<file path="src/rtl/arpb_pkg.sv">
package arpb_pkg;

  // address and count widths
  localparam int ADDR_BITS = 32;
  localparam int CNT_W     = ADDR_BITS + 1;
  localparam int LEN_W     = 6;

  // sequencer states
  typedef enum logic [1:0] {
    ST_IDLE,
    ST_ASCEND,
    ST_DESCEND
  } state_t;

  // controller to datapath
  typedef struct packed {
    logic load;
    logic emit_asc;
    logic to_desc;
    logic scan;
    logic emit_desc;
  } cmd_t;

  // datapath to controller
  typedef struct packed {
    logic rem_zero;
    logic fits;
    logic last_asc;
    logic hit;
    logic last_desc;
  } status_t;

  // bit position of a one-hot word, built as an or of indexes
  function automatic logic [LEN_W-1:0] onehot_index(input logic [CNT_W-1:0] oh);
    logic [LEN_W-1:0] idx;
    idx = '0;
    for (int i = 0; i < CNT_W; i++) begin
      if (oh[i]) begin
        idx = idx | LEN_W'(i);
      end
    end
    return idx;
  endfunction

endpackage

</file>
<file path="src/rtl/arpb_ctrl.sv">
module arpb_ctrl
  import arpb_pkg::*;
(
  input  logic    clk,
  input  logic    rst,
  input  logic    start,
  input  status_t status,
  output cmd_t    cmd,
  output logic    busy
);

  state_t state, state_next;

  // state register
  always_ff @(posedge clk) begin
    if (rst) begin
      state <= ST_IDLE;
    end else begin
      state <= state_next;
    end
  end

  // next state
  always_comb begin
    state_next = state;
    unique case (state)
      ST_IDLE: begin
        if (start) state_next = ST_ASCEND;
      end
      ST_ASCEND: begin
        if (status.rem_zero) begin
          state_next = ST_IDLE;
        end else if (status.fits) begin
          if (status.last_asc) state_next = ST_IDLE;
        end else begin
          state_next = ST_DESCEND;
        end
      end
      ST_DESCEND: begin
        if (status.rem_zero || (status.hit && status.last_desc)) state_next = ST_IDLE;
      end
      default: state_next = ST_IDLE;
    endcase
  end

  // datapath commands
  always_comb begin
    cmd  = '0;
    busy = 1'b1;
    unique case (state)
      ST_IDLE: begin
        busy     = 1'b0;
        cmd.load = start;
      end
      ST_ASCEND: begin
        if (!status.rem_zero) begin
          cmd.emit_asc = status.fits;
          cmd.to_desc  = !status.fits;
        end
      end
      ST_DESCEND: begin
        cmd.scan      = 1'b1;
        cmd.emit_desc = status.hit;
      end
      default: busy = 1'b1;
    endcase
  end

endmodule

</file>
<file path="src/rtl/arpb_datapath.sv">
module arpb_datapath
  import arpb_pkg::*;
(
  input  logic                 clk,
  input  logic                 rst,
  input  cmd_t                 cmd,
  input  logic [ADDR_BITS-1:0] start_address,
  input  logic [CNT_W-1:0]     address_count,
  output status_t              status,
  output logic [ADDR_BITS-1:0] block_base,
  output logic [LEN_W-1:0]     prefix_length,
  output logic                 last_block,
  output logic                 result_valid
);

  localparam logic [CNT_W-1:0] SPACE = {1'b1, {ADDR_BITS{1'b0}}};

  logic [ADDR_BITS-1:0] cur;
  logic [CNT_W-1:0]     rem;
  logic [CNT_W-1:0]     probe;
  logic [LEN_W-1:0]     plen;

  logic [CNT_W-1:0]     room;
  logic [CNT_W-1:0]     rem_load;
  logic [ADDR_BITS-1:0] low_bit;
  logic [CNT_W-1:0]     lsize;
  logic [LEN_W-1:0]     asc_len;

  // clamp the range at the top of the address space
  assign room     = SPACE - {1'b0, start_address};
  assign rem_load = (address_count > room) ? room : address_count;

  // largest block aligned at the current address
  assign low_bit = cur & (~cur + ADDR_BITS'(1));
  assign lsize   = (cur == '0) ? SPACE : {1'b0, low_bit};
  assign asc_len = LEN_W'(ADDR_BITS) - onehot_index(lsize);

  // status toward the controller
  assign status.rem_zero  = (rem == '0);
  assign status.fits      = (lsize <= rem);
  assign status.last_asc  = (rem == lsize);
  assign status.hit       = ((rem & probe) != '0);
  assign status.last_desc = (rem == probe);

  // walk state
  always_ff @(posedge clk) begin
    if (cmd.load) begin
      cur <= start_address;
      rem <= rem_load;
    end else if (cmd.emit_asc) begin
      cur <= cur + lsize[ADDR_BITS-1:0];
      rem <= rem - lsize;
    end else if (cmd.emit_desc) begin
      cur <= cur + probe[ADDR_BITS-1:0];
      rem <= rem - probe;
    end
  end

  // probe walks down the remaining count one bit a cycle
  always_ff @(posedge clk) begin
    if (cmd.to_desc) begin
      probe <= lsize >> 1;
      plen  <= asc_len + LEN_W'(1);
    end else if (cmd.scan) begin
      probe <= probe >> 1;
      plen  <= plen + LEN_W'(1);
    end
  end

  // result beat register
  always_ff @(posedge clk) begin
    if (cmd.emit_asc) begin
      block_base    <= cur;
      prefix_length <= asc_len;
      last_block    <= status.last_asc;
    end else if (cmd.emit_desc) begin
      block_base    <= cur;
      prefix_length <= plen;
      last_block    <= status.last_desc;
    end
  end

  // result strobe
  always_ff @(posedge clk) begin
    if (rst) begin
      result_valid <= 1'b0;
    end else begin
      result_valid <= cmd.emit_asc || cmd.emit_desc;
    end
  end

endmodule

</file>
<file path="src/rtl/address_range_to_prefix_blocks_top.sv">
// the first block beat follows start through the walk registers and the result beat
// register, then one block beat per cycle while block sizes grow, then a turn step
// that emits nothing, then the probe walks down the remaining count while sizes shrink
// throughput: one range at a time, next start taken in the cycle the last beat shows
// reset: synchronous rst returns the sequencer to idle and drops the result strobe
// result beats cannot be stalled by the receiver
module address_range_to_prefix_blocks_top
  import arpb_pkg::*;
(
  input  logic                 clk,
  input  logic                 rst,
  input  logic                 start,
  output logic                 busy,
  input  logic [ADDR_BITS-1:0] start_address,
  input  logic [CNT_W-1:0]     address_count,
  output logic                 result_valid,
  output logic [ADDR_BITS-1:0] block_base,
  output logic [LEN_W-1:0]     prefix_length,
  output logic                 last_block
);

  cmd_t    cmd;
  status_t status;

  // sequencer
  arpb_ctrl u_ctrl (
    .clk    (clk),
    .rst    (rst),
    .start  (start),
    .status (status),
    .cmd    (cmd),
    .busy   (busy)
  );

  // address walk and result registers
  arpb_datapath u_datapath (
    .clk           (clk),
    .rst           (rst),
    .cmd           (cmd),
    .start_address (start_address),
    .address_count (address_count),
    .status        (status),
    .block_base    (block_base),
    .prefix_length (prefix_length),
    .last_block    (last_block),
    .result_valid  (result_valid)
  );

  // an accepted range always starts the walk
  a_start_busy : assert property (@(posedge clk) disable iff (rst)
    (start && !busy) |=> busy)
    else $error("accepted range did not raise busy");

  // the final block beat leaves the sequencer idle
  a_last_idle : assert property (@(posedge clk) disable iff (rst)
    (result_valid && last_block) |-> !busy)
    else $error("busy still high on final block beat");

  // prefix length stays within the address width
  a_len_range : assert property (@(posedge clk) disable iff (rst)
    result_valid |-> (prefix_length <= LEN_W'(ADDR_BITS)))
    else $error("prefix length out of range");

  // every emitted block is aligned to its own size
  a_aligned : assert property (@(posedge clk) disable iff (rst)
    result_valid |-> (({1'b0, block_base} &
      ((CNT_W'(1) << (LEN_W'(ADDR_BITS) - prefix_length)) - CNT_W'(1))) == '0))
    else $error("block base not aligned to block size");

endmodule
</file>
<file path="config.mk">
export PLATFORM = sky130hd
export DESIGN_NAME = address_range_to_prefix_blocks_top
export DESIGN_NICKNAME = d
export VERILOG_FILES = /design/src/rtl/arpb_pkg.sv /design/src/rtl/arpb_ctrl.sv /design/src/rtl/arpb_datapath.sv /design/src/rtl/address_range_to_prefix_blocks_top.sv
export SDC_FILE = /design/constraint.sdc
export NUM_CORES = 1
export LEC_CHECK = 0
export BUFFER_PORTS_ARGS = -buffer_cell sky130_fd_sc_hd__buf_2
export CAP_MARGIN = 20
export CORE_AREA = 2 2 149 187
export CTS_CLUSTER_DIAMETER = 100
export DETAILED_ROUTE_END_ITERATION = 7
export DIE_AREA = 0 0 151 189
export MAX_ROUTING_LAYER = met4
export PLACE_DENSITY = 0.75
export SETUP_SLACK_MARGIN = 0.1
export SLEW_MARGIN = 40
export SYNTH_ARGS = -nofsm -noshare
export SYNTH_HDL_FRONTEND = slang
export SYNTH_HIERARCHICAL = 1
export SYNTH_SLANG_ARGS = --single-unit
</file>
<file path="constraint.sdc">
create_clock -name clk -period 7.6 [get_ports clk]
set_input_delay 1.52 -clock clk [delete_from_list [all_inputs] [get_ports clk]]
set_output_delay 1.52 -clock clk [all_outputs]
set_load 0.01 [all_outputs]
</file>
* Word level (Yosys, flattened, before mapping)
Index checks and enable logic that the tools add are counted.
** Word-level totals
- Register bits after elaboration :: 146
- Input bits :: 68
** Cells by class
- Bitwise gates (word level) :: 3
- Reduce and logical (&&, ||, !) cells :: 12
- Eq/ne operators :: 7
- Muxes and demuxes :: 81
- Magnitude comparators :: 2
- $add $sub $neg :: 9
** Operators with widths (number)
- $mux W33 :: 10
- $mux W32 :: 10
- $mux W5 :: 16
- $eq A33 B33 Y1 :: 2
- $sub A33 B33 Y33 :: 2
- $add A32 B32 Y32 :: 2
- $mux W6 :: 7
- $mux W2 :: 19
- $and A33 B33 Y33 :: 1
- $gt A33 B33 Y1 :: 1
- $le A33 B33 Y1 :: 1
- $logic_not A33 Y1 :: 1
- $reduce_bool A33 Y1 :: 1
- $sub A33 B32 Y33 const A :: 1
- $add A32 B1 Y32 const B :: 1
- $and A32 B32 Y32 :: 1
- $logic_not A32 Y1 :: 1
- $mux W4 :: 8
- $not A32 Y32 :: 1
- $add A6 B1 Y6 const B :: 2
- $mux W3 :: 4
- $mux W1 :: 6
- $pmux W2 S3 :: 1
- $sub A6 B6 Y6 const A :: 1
- 12 further kinds :: 14

* Depth between registers and ports, before layout
- Depth after elaboration :: 39
- Gate-level depth with buffers :: 33
- Mapped depth without buffers :: 28

* Modules after synthesis
Netlist, hierarchy kept.
** By module, submodules not included
- arpb_datapath :: instances 1, area an instance 14158.6 µm², cells each 1641
- arpb_ctrl :: instances 1, area an instance 136.4 µm², cells each 16

* Worst setup path after synthesis
No wires, ideal clock.
- Kind :: reg2reg
- From :: reg u_datapath.cur[8]
- To :: reg u_datapath.cur[24] (data pin)
- Data arrival time :: 6.931 ns
- Slack :: 0.411 ns
- Stages on the path, launching flop included :: 33
- Clock period less this slack :: 7.189 ns
- Cells stage by stage :: edfxtp_1 -> buf_6 -> nor4_4 -> and4_1 -> buf_2 -> nand3_1 -> ha_1 -> a21o_1 -> a21o_1 -> a21o_1 -> or3_1 -> o2111ai_1 -> a21oi_1 -> o21ai_0 -> a21oi_1 -> or3_1 -> and2_1 -> clkbuf_1 -> clkbuf_1 -> clkbuf_1 -> clkbuf_1 -> nand2_1 -> o21ai_0 -> fa_1 -> a21o_1 -> a21oi_1 -> nand2b_1 -> a2111oi_0 -> nor2_1 -> o21ai_1 -> a2111oi_0 -> nor4_1 -> o31a_1
** RTL lines
- start: declaration :: line arpb_datapath.sv:18 : logic [ADDR_BITS-1:0] cur;
- start signal: assignment :: line arpb_datapath.sv:48 : cur <= start_address;
- start signal: assignment :: line arpb_datapath.sv:51 : cur <= cur + lsize[ADDR_BITS-1:0];
- start signal: assignment :: line arpb_datapath.sv:54 : cur <= cur + probe[ADDR_BITS-1:0];

==> results.md <==
- The run finished with clean final reports.
- The number of rows in the core area is 67.
- The number of endpoints failing setup at the final stage is 0.
- The classification of the worst-slack hold path is reg -> reg.
- The maximum clock rate is 0.139 GHz.
- The initial antenna violation count is 1.
- The number of antenna repair diodes is 0.
- The number of global-route vias before repair is 13068.
- The final count of pins violating max slew is 0.
- The leading register cell type out of synthesis is sky130_fd_sc_hd__edfxtp_1.
- The worst-case IR drop observed on VDD is about 150 uV.
- Clock latency on the worst-skew pair, taken at its later pin, is 0.45 ns.
- The core region is 0.0267 mm^2.
- After legalization and detailed placement, the total HPWL measured between 30000 and 40000 um.
- The worst register-to-register path begins at u_datapath/cur[11].
- The number of vias in the routed layout is 13674.
- STA puts the critical path data required time at 7.76 ns.
- In the routed layout, each cell is associated on average with a via count of 6.40.
- Across all register-to-register paths, the minimum setup slack is 0.43 ns.
- The count of pins on the block boundary is 109.
- The number of warning messages in the yosys log is 6.
- The net count after synthesis is between 1500 and 2000.
- For this run, asynchronously set or reset flops after synthesis account for 0%.
- The hold violation total from the final report is 0.
- sky130_fd_sc_hd__edfxtp_1 takes more of the synthesized area than any other cell.
- Headroom to the max-slew limit came out at 49.4%.
- Summed over all layers, the routed wires come to 46400 um.
- The die area is 0.0285 mm^2.
- Max-cap violations in this run came to 0.
- For this design the ratio of total power to cell area is 444 mW/mm^2.
- The end point of the critical path is u_datapath/cur[31].
- The CTS tree is yes.
- The number of synthesized register bits is 145.
- The final critical path time including I/O delays and setup is 7.17 ns.
- The total CTS buffers is 17.
- The buffer cell driving the clock tree root is sky130_fd_sc_hd__clkbuf_16.
- The actual transition at the worst max-transition pin is 0.756 ns.
- The net count of the finished layout is approximately 2000.
- In this run the cell area measured after placement is 0.0154 mm^2.
- The remaining number of nets flagged by the antenna check after routing is 0.
- The count of buffers from port buffering is 108.
- Dividing the detail-routed wire length by the instance count gives 21.7 um.
- The sum of negative setup slack is 0 ns.
- The type of the worst setup path is reg -> reg.
- The global-route wire length before repair is 71300 um.
- The clock arrives with approximately 0.013 ns of skew.
- The number of search-and-repair iterations in the first detailed-routing pass is 7.
- Across every metal layer, demand over resource in global routing totals about 34%.
- STA classifies the critical path endpoint as a register.
- The clock tree buffer depth is 2.
- By area the synthesized netlist is led by sky130_fd_sc_hd__edfxtp_1, sky130_fd_sc_hd__ha_1, sky130_fd_sc_hd__o21ai_0, sky130_fd_sc_hd__a21oi_1, sky130_fd_sc_hd__nand2_1.
- In this run the worst path has a maximum fanout of 22.
- The global placement routability congestion is 1.07.
- Entering global routing, the biggest net connects 89 pins.
- The share of the Yosys chip area taken by registers is 30.2%.
- The origin of the worst setup path is u_datapath/cur[11].
- The initial utilization of the core area, before any placement, comes to 53.6%.
- The post-route cell area is between 0.015 and 0.02 mm^2.
- After detailed routing, the number of remaining DRC violations is 0.
- The worst setup path is launched from a register.
- The reg-to-reg critical path endpoint is u_datapath/cur[31].
- The y dimension of the die is 189 um.
- By count the netlist is led by sky130_fd_sc_hd__ha_1, sky130_fd_sc_hd__nand2_1, sky130_fd_sc_hd__edfxtp_1.
- The H-tree was split into 4 levels.
- The average size of a mapped cell is 8.63 um^2.
- The analysis attributes to cell leakage a power of 6.62 nW.
- The number of cells produced by synthesis is 1657.
- Clock-pin slew was measured on the worst setup and hold paths at 0.07 ns.
- In the final layout, the share of cells above drive strength 1 is 14.7%.
- The x dimension of the die is 151 um.
- Data on the critical path arrives at its endpoint at 7.33 ns.
- The worst reg2reg path depth is 27.
- The post-synthesis cell area is roughly 0.014 mm^2.
- The leftover overflow at the end of global routing is 0.
- For this design, the sink count on the clock tree is around 150.
- The signed area change from the synthesized netlist to the final layout is 13.1%.
- In this run, distinct cell masters in the synthesized netlist total 88.
- The share of synthesized area in the top cell type comes to 29.8%.
- The number of flops mapped to enable cells by yosys is 142.
- For this block, the initial DRC count from the detailed router was 1375.
- Setup repair after global routing left no endpoint under its margin.
- Of the available clock period, the critical path in the final layout requires 94.4%.
==> report_power, final <==
part	switching (mW)	leakage (nW)	internal, mW	total (mW)
clock	0.372	0.322	0.588	0.960
combinational	2.69	4.93	1.78	4.47
sequential	0.360	1.37	1.39	1.75
total	3.42	6.62	3.76	7.18
==> metal layers <==
layer / up-vias / GRT usage (%) / wire, um / share of wire, %
met5: - / - / 0 / 0
met4: 0 / 16.0 / 2200 / 4.8
met3: 123 / 6.19 / 4280 / 9.2
met2: 734 / 50.3 / 20500 / 44
met1: 6421 / 44.5 / 19400 / 42
li1: 6396 / - / - / -
==> worst max-delay path, cell delays in order (launching register included) <==
cell	delay, ns
sky130_fd_sc_hd__edfxtp_1	0.50
sky130_fd_sc_hd__nor4_4	0.53
sky130_fd_sc_hd__and4_4	0.35
sky130_fd_sc_hd__nand3_1	0.16
sky130_fd_sc_hd__ha_1	0.40
sky130_fd_sc_hd__a21o_1	0.20
sky130_fd_sc_hd__a21o_1	0.18
sky130_fd_sc_hd__a21o_1	0.17
sky130_fd_sc_hd__or3_1	0.36
sky130_fd_sc_hd__o2111ai_2	0.23
sky130_fd_sc_hd__a21oi_1	0.10
sky130_fd_sc_hd__o21ai_0	0.26
sky130_fd_sc_hd__a21oi_1	0.12
sky130_fd_sc_hd__or3_1	0.36
sky130_fd_sc_hd__and2_4	0.22
sky130_fd_sc_hd__buf_4	0.23
sky130_fd_sc_hd__nand3_1	0.10
sky130_fd_sc_hd__o21ai_0	0.09
sky130_fd_sc_hd__ha_1	0.34
sky130_fd_sc_hd__nand2_1	0.13
sky130_fd_sc_hd__or3_1	0.40
sky130_fd_sc_hd__a41oi_2	0.23
sky130_fd_sc_hd__nand4bb_1	0.28
sky130_fd_sc_hd__a21oi_1	0.15
sky130_fd_sc_hd__o31ai_2	0.35
sky130_fd_sc_hd__a31oi_1	0.16
sky130_fd_sc_hd__xnor2_1	0.16
sky130_fd_sc_hd__o21ai_0	0.10
==> worst min path at each step <==
stage | from | to | slack [ns] | depth (start not counted)
after floorplan | u_datapath/cur[21] | u_datapath/block_base[21] | 0.46 | 0
after global placement | u_datapath/cur[1] | u_datapath/block_base[1] | 0.48 | 0
after detailed placement | u_datapath/cur[1] | u_datapath/block_base[1] | 0.50 | 0
after CTS | u_datapath/cur[1] | u_datapath/block_base[1] | 0.52 | 0
after global routing | u_datapath/cur[1] | u_datapath/block_base[1] | 0.56 | 0
final | u_datapath/cur[1] | u_datapath/block_base[1] | 0.54 | 0
==> repair_timing <==
item	CTS	global route
endpoints found under the setup margin	1	16
setup buffers	0	5
gates resized for setup	1	13
pin swaps	0	2
hold buffers	0	0
==> stage by stage <==
stage | setup slack [ns] | cells | power, mW | hold WS (ns) | util (%)
after global placement | 0.344 | 2100 | 5.94 | 0.484 | 57.7
after CTS | 0.129 | 2133 | 7.02 | 0.518 | 60.4
after detailed placement | 0.128 | 2101 | 6.02 | 0.501 | 57.9
after global routing | 0.0630 | 2138 | 7.68 | 0.559 | 60.7
final | 0.428 | 2138 | 7.18 | 0.537 | 60.7
after floorplan | 0.411 | 1657 | 4.80 | 0.456 | -
==> flip-flops by register name, summed over array words and instances (netlist names) <==
| signal | count |
|---|---|
| u_datapath/rem | 33 |
| u_datapath/block_base | 32 |
| u_datapath/cur | 32 |
| u_datapath/probe | 32 |
| u_datapath/plen | 6 |
| u_datapath/prefix_length | 6 |
| u_ctrl/state | 2 |
| u_datapath/last_block | 1 |
| u_datapath/result_valid | 1 |
==> logic make-up (layout without fill, tap and decap cells) <==
family | after synthesis | after routing | share of synthesized area (%)
AOI/OAI and AO/OA | 463 | 463 | 20.2
xor gates and xnor gates | 100 | 100 | 6.13
adders and majority gates | 167 | 167 | 14.8
buffers and inverters | 148 | 284 | 4.06
DFF | 145 | 145 | 30.2
muxes | 39 | 39 | 2.81
and+or+nand+nor | 595 | 595 | 21.8
==> cells in the final DEF (no fill, tap or decap), drive strengths merged, types with 14 or more instances in the layout <==
cell / synthesis / routed
nand2: 165 / 165
ha: 164 / 164
buf: 10 / 155
edfxtp: 142 / 142
o21ai: 139 / 139
a21oi: 130 / 130
nor2: 115 / 115
inv: 95 / 99
xor2: 52 / 52
nor3: 50 / 50
xnor2: 48 / 48
a21o: 47 / 47
nand3: 44 / 44
nor4: 33 / 33
or2: 33 / 33
nand4: 31 / 31
mux2i: 30 / 30
a31oi: 24 / 24
nand2b: 23 / 23
or3: 19 / 19
clkbuf: 41 / 17
o21a: 15 / 15
and3: 14 / 14
==> layout make-up <==
| class | count | area, um^2 |
|---|---|---|
| timing repair buffer | 155 | 933 |
| fill | 2422 | 10500 |
| multi-input combinational | 1364 | 9460 |
| clock buffer | 17 | 425 |
| sequential | 145 | 4320 |
| inverter | 97 | 364 |
| clock inverter | 15 | 231 |
| tap | 345 | 432 |
(Power assumes the default switching activity.)
